===== src/hdl/slic_pkg.sv =====
// Package for the segment/line intersection core.
// Holds default configuration constants shared by the interfaces and modules.
`timescale 1ns / 1ps
package slic_pkg;

   // Default coordinate format: signed Q16.16.
   localparam int COORD_WIDTH_DEF = 32;
   localparam int FRAC_BITS_DEF   = 16;

endpackage


===== src/hdl/slic_div_cell.sv =====
// One restoring-division cell: resolves a single quotient bit per transfer.
// Used in a chain by segment_line_intersection_core; depends on slic_pkg.
`timescale 1ns / 1ps
module slic_div_cell import slic_pkg::*; #(
   parameter int RW    = 100,
   parameter int NW    = 67,
   parameter int QW    = 31,
   parameter int SBW   = 136,
   parameter int SHIFT = 0
) (
   input  logic           clock,
   input  logic           reset,
   input  logic           in_valid,
   output logic           in_ready,
   input  logic [RW-1:0]  in_rem,
   input  logic [QW-1:0]  in_quot,
   input  logic [NW-1:0]  in_div,
   input  logic [SBW-1:0] in_sb,
   output logic           out_valid,
   input  logic           out_ready,
   output logic [RW-1:0]  out_rem,
   output logic [QW-1:0]  out_quot,
   output logic [NW-1:0]  out_div,
   output logic [SBW-1:0] out_sb
);

   logic           valid_ff;
   logic [RW-1:0]  rem_ff, rem_in;
   logic [QW-1:0]  quot_ff, quot_in;
   logic [NW-1:0]  div_ff;
   logic [SBW-1:0] sb_ff;
   logic [RW:0]    trial;

   // The cell can take a transfer when empty or when its content moves on.
   assign in_ready = !valid_ff || out_ready;

   // Trial subtraction of the shifted divisor decides this quotient bit.
   always_comb begin
      trial   = {1'b0, in_rem} - {1'b0, (RW'(in_div) << SHIFT)};
      rem_in  = in_rem;
      quot_in = in_quot;
      if (!trial[RW]) begin
         rem_in         = trial[RW-1:0];
         quot_in[SHIFT] = 1'b1;
      end
   end

   always_ff @(posedge clock) begin
      if (reset) begin
         valid_ff <= 1'b0;
      end else if (in_ready) begin
         valid_ff <= in_valid;
      end
      if (in_ready && in_valid) begin
         rem_ff  <= rem_in;
         quot_ff <= quot_in;
         div_ff  <= in_div;
         sb_ff   <= in_sb;
      end
   end

   assign out_valid = valid_ff;
   assign out_rem   = rem_ff;
   assign out_quot  = quot_ff;
   assign out_div   = div_ff;
   assign out_sb    = sb_ff;

endmodule


===== config.mk =====
export PLATFORM = sky130hd
export DESIGN_NAME = slic_div_cell
export DESIGN_NICKNAME = d
export VERILOG_FILES = /design/src/hdl/slic_pkg.sv /design/src/hdl/slic_div_cell.sv
export SDC_FILE = /design/constraint.sdc
export NUM_CORES = 1
export LEC_CHECK = 0
export BUFFER_PORTS_ARGS = -buffer_cell sky130_fd_sc_hd__clkbuf_2
export CAP_MARGIN = 25
export CORE_AREA = 10 10 253 255
export CTS_CLUSTER_DIAMETER = 150
export CTS_CLUSTER_SIZE = 25
export DETAILED_ROUTE_END_ITERATION = 12
export DIE_AREA = 0 0 263 265
export PLACE_DENSITY = 0.64
export SKIP_CTS_REPAIR_TIMING = 1
export SYNTH_ARGS = -nofsm -noshare
export SYNTH_HDL_FRONTEND = slang
export SYNTH_SLANG_ARGS = --single-unit

===== constraint.sdc =====
create_clock -name clock -period 9.45 [get_ports clock]
set_input_delay 0.4725 -clock clock [delete_from_list [all_inputs] [get_ports clock]]
set_output_delay 0.4725 -clock clock [all_outputs]
set_load 0.05 [all_outputs]

==> results_dict.tcl, run 1 <==
set metrics [dict create \
    syn_nets 1708 \
    dp_hpwl_mm 56.2 \
    ant_nets 0 \
    syn_inst 1302 \
    power.internal_mw 2.40 \
    cp_max_fo 72 \
    cts-buffers-inserted 17 \
    power.density_mw_per_mm2 178 \
    yosysWarnings 0 \
    worstHoldStart "reset" \
    yosysSeqAreaShare 0.627 \
    cpMaxStageDelayCell "buf_4" \
    grt_overflow 0 \
    crit_chain "clkbuf_2, inv_1, ha_1, fa_1, nand2b_1, a21o_1, a211oi_1, o21ai_1, a211oi_4, a21oi_2, o21ai_4, buf_4, buf_4, mux2_1" \
    crit_buf_inv 4 \
    crit_path_frequent_cell "buf_4" \
    clockPowerShare 0.229 \
    drt_wl_total_mm 67.2 \
    grt_pass1_vias 13393 \
    grt_setup_unrepaired "no" \
    status "finished clean" \
    place.gp.congestion 0.908 \
    synth_edf_count 334 \
    htreeDepth 1 \
    worst_pin_slew_ps 999 \
    cts_tree "done" \
    drtIter0Drc 1249 \
    path_class "input pin to flip-flop" \
    ys_seq_elements 335 \
    drive_above_1_share 0.368 \
    p_leak_nw 8.85 \
    synth_top_area_frac 0.626 \
    async_flop_share 0 \
    r2r-start "out_valid" \
    die_w_um 263 \
    drc 0 \
    die_area_mm2 0.0697 \
    cap_violations 0 \
    nFillCells 5977 \
    nNetsFinal 2366 \
    finalHoldViolCount 0 \
    post_drt_wl_per_cell_um 24.5 \
    die_y_um 265 \
    synth_common_cells "edfxtp_1, a21oi_1, nor2_1" \
    cp-startpoint "in_rem[0]" \
    clk_path_buf_depth 3 \
    sw_frac_of_total 0.348 \
    multiInputGateArea_mm2 0.00545 \
    synth_area_leaders "edfxtp_1, ha_1, a21oi_1, nor2_1, xor2_1" \
    peakVddDrop_mv 0.180 \
    drv_slew 0 \
    io_pins 674 \
    ys_types 72 \
    clk_pin_slew_ps 100 \
    grt_max_degree 132 \
    gr-usage-all-layers 0.180 \
    postSynthAreaPerCell_um2 12.3 \
    fin_crit_ps 4430 \
    synth_top_flop_cell "edfxtp_1" \
    via_count 13295 \
    insertion_delay_ps 550 \
    std_cell_rows 89 \
    synth_area_leader_cell "edfxtp_1" \
    worst_setup_path_end_kind "flip-flop" \
    skew_ps 15.9 \
    crit_required_ps 9740 \
    seqPwrFrac 0.492 \
    via_per_inst 4.85 \
    relSlewSlack 0.334 \
    yosys.cell_count.top_type "edfxtp_1" \
    cp_slowest_stage_delay_ps 630 \
    fmax_mhz 226 \
    register_area_mm2 0.0100 \
    setup_ws_ps 5020 \
    fin_tns_setup_ps 0 \
    portBuffers 673 \
    netlist_area_mm2 0.0160 \
    setup_violations 0 \
    start_kind "input pin" \
    worstPathArrival_ps 4720 \
    core-area_mm2 0.0588 \
    pre_cts_ws_ps 4450 \
    min_path_type "input pin to flip-flop" \
    pwr-share-comb 0.279 \
    cts.sinks 335 \
    initial_core_util 0.273 \
    cts-root-buf "clkbuf_16" \
    grt_antenna_before_repair 16 \
    switching_power_mw 1.28 \
    crit_family "compound AO/OA/AOI/OAI gates" \
    syn2layout_area_growth_pct 29.1 \
    grt_pass1_wl_mm 94.6 \
    dr.pass1.iters 5 \
    period_share 0.469 \
]
## state kept, by name, summed over array words and instances, names as in the netlist
register / count
out_sb: 136
out_valid: 1
out_div: 67
out_quot: 31
out_rem: 100
## power by group through the flow
stage	combinational [mW]	sequential, mW	clock (mW)
finish	1.03	1.81	0.842
global route	1.09	1.82	0.927
CTS	1.03	1.81	0.880
detailed placement	1.03	1.85	0
global placement	1.02	1.84	0
floorplan	0.313	2.25	0
## logic make-up after synthesis
family / count (synthesis) / synth area share
simple gates: 353 / 0.106
flops: 335 / 0.627
compound gates: 325 / 0.127
buf+inv: 125 / 0.0336
xor+xnor: 93 / 0.0508
fa+ha+maj: 68 / 0.0535
mux: 3 / 0.00195
## path summary, 6_finish.rpt
path / slack, ps / cells after the start / end
max reg2reg: 6950 / 3 / out_div[13]
min: 80 / 2 / out_valid
min reg2reg: 530 / 2 / out_valid
max: 5020 / 14 / out_rem[15]
## per-stage QoR
stage / hold WS [ps] / instance area (um2) / std cells / util / power [mW]
finish: 76.1 / 20700 / 2739 / 0.352 / 3.68
global route: 49.7 / 20700 / 2737 / 0.352 / 3.84
CTS: 49.8 / 20700 / 2735 / 0.352 / 3.73
detailed placement: 522 / 20200 / 2714 / 0.344 / 2.87
global placement: 504 / 20200 / 2714 / 0.344 / 2.86
floorplan: 542 / 16000 / 1302 / - / 2.56
## per-layer routing
metal | share of wire | track usage | up-vias
li1 | - | - | 6145
met1 | 0.38 | 0.207 | 6390
met2 | 0.47 | 0.300 | 643
met3 | 0.11 | 0.0784 | 97
met4 | 0.029 | 0.0547 | 20
met5 | 0.0019 | 0 | -
## cell type report
| cell class | instances | area share |
|---|---|---|
| clock buffer | 18 | 0.0207 |
| antenna | 4 | 0.000484 |
| sequential | 335 | 0.486 |
| inverter | 85 | 0.0154 |
| clock inverter | 3 | 0.00218 |
| tap | 773 | 0.0467 |
| multi-input combinational | 842 | 0.263 |
| timing repair buffer | 679 | 0.166 |
## cell usage in the layout, fill, tap and decap left out, types with 4 or more instances in the layout
master / count
and4_1: 4
o21bai_1: 15
nand4_1: 22
a211oi_1: 9
nor4_1: 14
o31ai_1: 5
edfxtp_1: 334
diode_2: 4
ha_1: 67
a31oi_1: 13
a21oi_1: 135
nor2b_1: 8
nand2b_1: 12
or3_1: 7
or4_1: 7
xor2_1: 48
inv_1: 85
and3_1: 5
clkbuf_2: 673
nor2_1: 114
o21a_1: 9
nor3_1: 21
clkbuf_16: 17
o211ai_1: 8
buf_4: 5
nand3_1: 22
nand2_1: 90
xnor2_1: 45
and2_1: 9
o21ai_0: 53
a21o_1: 26
o21ai_1: 10
Note: power is estimated with default switching activity, not from simulation.
==> run 2, diff against run 1 <==
--- a/config.mk
+++ b/config.mk
@@ -7,12 +7,12 @@
 export LEC_CHECK = 0
 export BUFFER_PORTS_ARGS = -buffer_cell sky130_fd_sc_hd__clkbuf_2
 export CAP_MARGIN = 25
-export CORE_AREA = 10 10 253 255
+export CORE_AREA = 10 10 255 257
 export CTS_CLUSTER_DIAMETER = 150
 export CTS_CLUSTER_SIZE = 25
 export DETAILED_ROUTE_END_ITERATION = 12
-export DIE_AREA = 0 0 263 265
-export PLACE_DENSITY = 0.64
+export DIE_AREA = 0 0 265 267
+export PLACE_DENSITY = 0.62
 export SKIP_CTS_REPAIR_TIMING = 1
 export SYNTH_ARGS = -nofsm -noshare
 export SYNTH_HDL_FRONTEND = slang
==> constraint.sdc (replaced) <==
create_clock -name clock -period 4.45 [get_ports clock]
set_input_delay 0.2225 -clock clock [delete_from_list [all_inputs] [get_ports clock]]
set_output_delay 0.2225 -clock clock [all_outputs]
set_load 0.05 [all_outputs]
==> run 2 against run 1 <==
Wire length up 9.8%. Worst hold slack worse by 74 ps. Clock power up 120%. Cell count up 9.9%. Clock-buffer cell count up 5. Critical path type unchanged. Critical endpoint is now out_rem[94].
==> results_dict.tcl, run 2 (same netlist as run 1, synthesis figures left out) <==
set metrics [dict create \
    dr.pass1.iters 5 \
    seqPwrFrac 0.475 \
    gr-usage-all-layers 0.188 \
    std_cell_rows 90 \
    final_common_cell "clkbuf_2" \
    rrSetupSlack_ps 2340 \
    grt_setup_unrepaired "no" \
    cts-root-buf "clkbuf_16" \
    worstHoldPathCells 3 \
    p_leak_nw 9.97 \
    htreeDepth 1 \
    via_count 14453 \
    fmax_mhz 242 \
    syn2layout_area_growth_pct 45.5 \
    post_drt_wl_per_cell_um 24.5 \
    switching_power_mw 2.84 \
    drv_slew 0 \
    insertion_delay_ps 540 \
    crit_chain "dlygate4sd3_1, clkbuf_2, ha_1, fa_1, nand2b_1, a21o_1, a211oi_1, o31ai_1, buf_4, a211oi_1, o31ai_1, a21oi_1, nand3_1, nand3_1, xnor2_1" \
    nFillCells 5813 \
    mostFrequentLayoutCells "clkbuf_2, edfxtp_1, dlygate4sd3_1" \
    post-route-cell-area_mm2 0.0233 \
    period_share 0.927 \
    core-area_mm2 0.0599 \
    reg2reg_to "out_sb[77]" \
    portBuffers 673 \
    cpMaxStageDelayCell "a211oi_1" \
    power.internal_mw 5.27 \
    clk_pin_slew_ps 120 \
    skew_ps 16.6 \
    worst_pin_slew_ps 954 \
    cap_violations 0 \
    largest_register_ffs 136 \
    path_class "input pin to flip-flop" \
    crit_buf_inv 3 \
    place.gp.congestion 0.890 \
    drt_wl_total_mm 73.8 \
    finalHoldViolCount 0 \
    drive_above_1_share 0.330 \
    fin_crit_ps 4130 \
    worstHoldStart "in_rem[59]" \
    power.density_mw_per_mm2 348 \
    r2r-start "out_valid" \
    clk_path_buf_depth 3 \
    fin_util 0.389 \
    ant_nets 0 \
    die_w_um 265 \
    crit_required_ps 4760 \
    drtIter0Drc 1322 \
    via_per_inst 4.80 \
    crit_family "compound AO/OA/AOI/OAI gates" \
    grt_pass1_vias 13701 \
    start_kind "input pin" \
    cts-buffers-inserted 17 \
    nNetsFinal 2623 \
    peakVddDrop_mv 0.236 \
    pwr-share-comb 0.297 \
    cts_tree "done" \
    dpl.cell_count 2735 \
    cp_max_fo 4 \
    cts.sinks 335 \
    relSlewSlack 0.364 \
    initial_core_util 0.268 \
    worst_setup_path_end_kind "flip-flop" \
    path_depth 15 \
    stdcell_count 3011 \
    status "finished clean" \
    cp_slowest_stage_delay_ps 640 \
    dp_hpwl_mm 58.8 \
    grt_pass1_wl_mm 98.9 \
    reg2reg_depth 3 \
    clockPowerShare 0.228 \
    min_path_type "input pin to flip-flop" \
    fin_hold_ws_ps 2.41 \
    setup_violations 0 \
    place_area_mm2 0.0204 \
    worstPathArrival_ps 4440 \
    sw_frac_of_total 0.351 \
    io_pins 674 \
    grt_overflow 0 \
    grt_antenna_before_repair 13 \
    drc 0 \
    fin_tns_setup_ps 0 \
    die_y_um 267 \
    grt_max_degree 82 \
    hold_end "out_rem[59]" \
    die_area_mm2 0.0708 \
]
run 2: cell count changes in the layout (fill, tap and decap cells not counted), sizes merged:
cell,change
buf,+12
clkbuf,+5
clkinvlp,-2
diode,+2
dlygate4sd3,+245
inv,+1
run 2: final cells by class:
cell class                      instances  area (um2)  share of cell area
Multi-Input combinational cell        842        5450               0.234
Inverter                               85         319              0.0137
Sequential cell                       335       10000               0.431
Clock inverter                          2        41.3             0.00177
Clock buffer                           23         448              0.0192
Timing Repair Buffer                  936        6020               0.258
Tap cell                              782         978              0.0420
Antenna cell                            6        15.0            0.000644
run 2: per-stage QoR:
stage | total power [mW] | worst slack (ps)
6_report | 8.11 | 325
5_1_grt | 8.46 | 61.7
4_1_cts | 7.99 | 828
3_5_place_dp | 6.14 | 249
3_3_place_gp | 6.13 | 283
2_1_floorplan | 5.39 | 609
run 2: power groups by stage:
| stage | combinational [mW] | sequential (mW) | clock, mW |
|---|---|---|---|
| 3_3_place_gp | 2.21 | 3.92 | 0 |
| 3_5_place_dp | 2.22 | 3.92 | 0 |
| 5_1_grt | 2.56 | 3.87 | 2.03 |
| 4_1_cts | 2.23 | 3.85 | 1.91 |
| 2_1_floorplan | 0.665 | 4.72 | 0 |
| 6_report | 2.41 | 3.85 | 1.85 |
run 2: tightest hold or removal path, stage by stage:
cell,delay [ps]
clkbuf_2,90
nand2_1,40
o21ai_0,70
run 2: worst max path at each step:
stage | from | endpoint | slack (ps)
2_1_floorplan | out_valid | out_div[0] | 610
4_1_cts | in_rem[0] | out_rem[94] | 830
3_5_place_dp | in_rem[0] | out_rem[94] | 250
6_report | in_div[0] | out_rem[94] | 320
5_1_grt | in_div[0] | out_rem[91] | 60
3_3_place_gp | in_rem[0] | out_rem[94] | 280
run 2: per-layer routing:
| metal | global-route usage | vias up | part of all wire |
|---|---|---|---|
| li1 | - | 6665 | - |
| met1 | 0.229 | 6965 | 0.40 |
| met2 | 0.314 | 692 | 0.48 |
| met3 | 0.0689 | 115 | 0.097 |
| met4 | 0.0391 | 16 | 0.024 |
| met5 | 0 | - | 0.0012 |
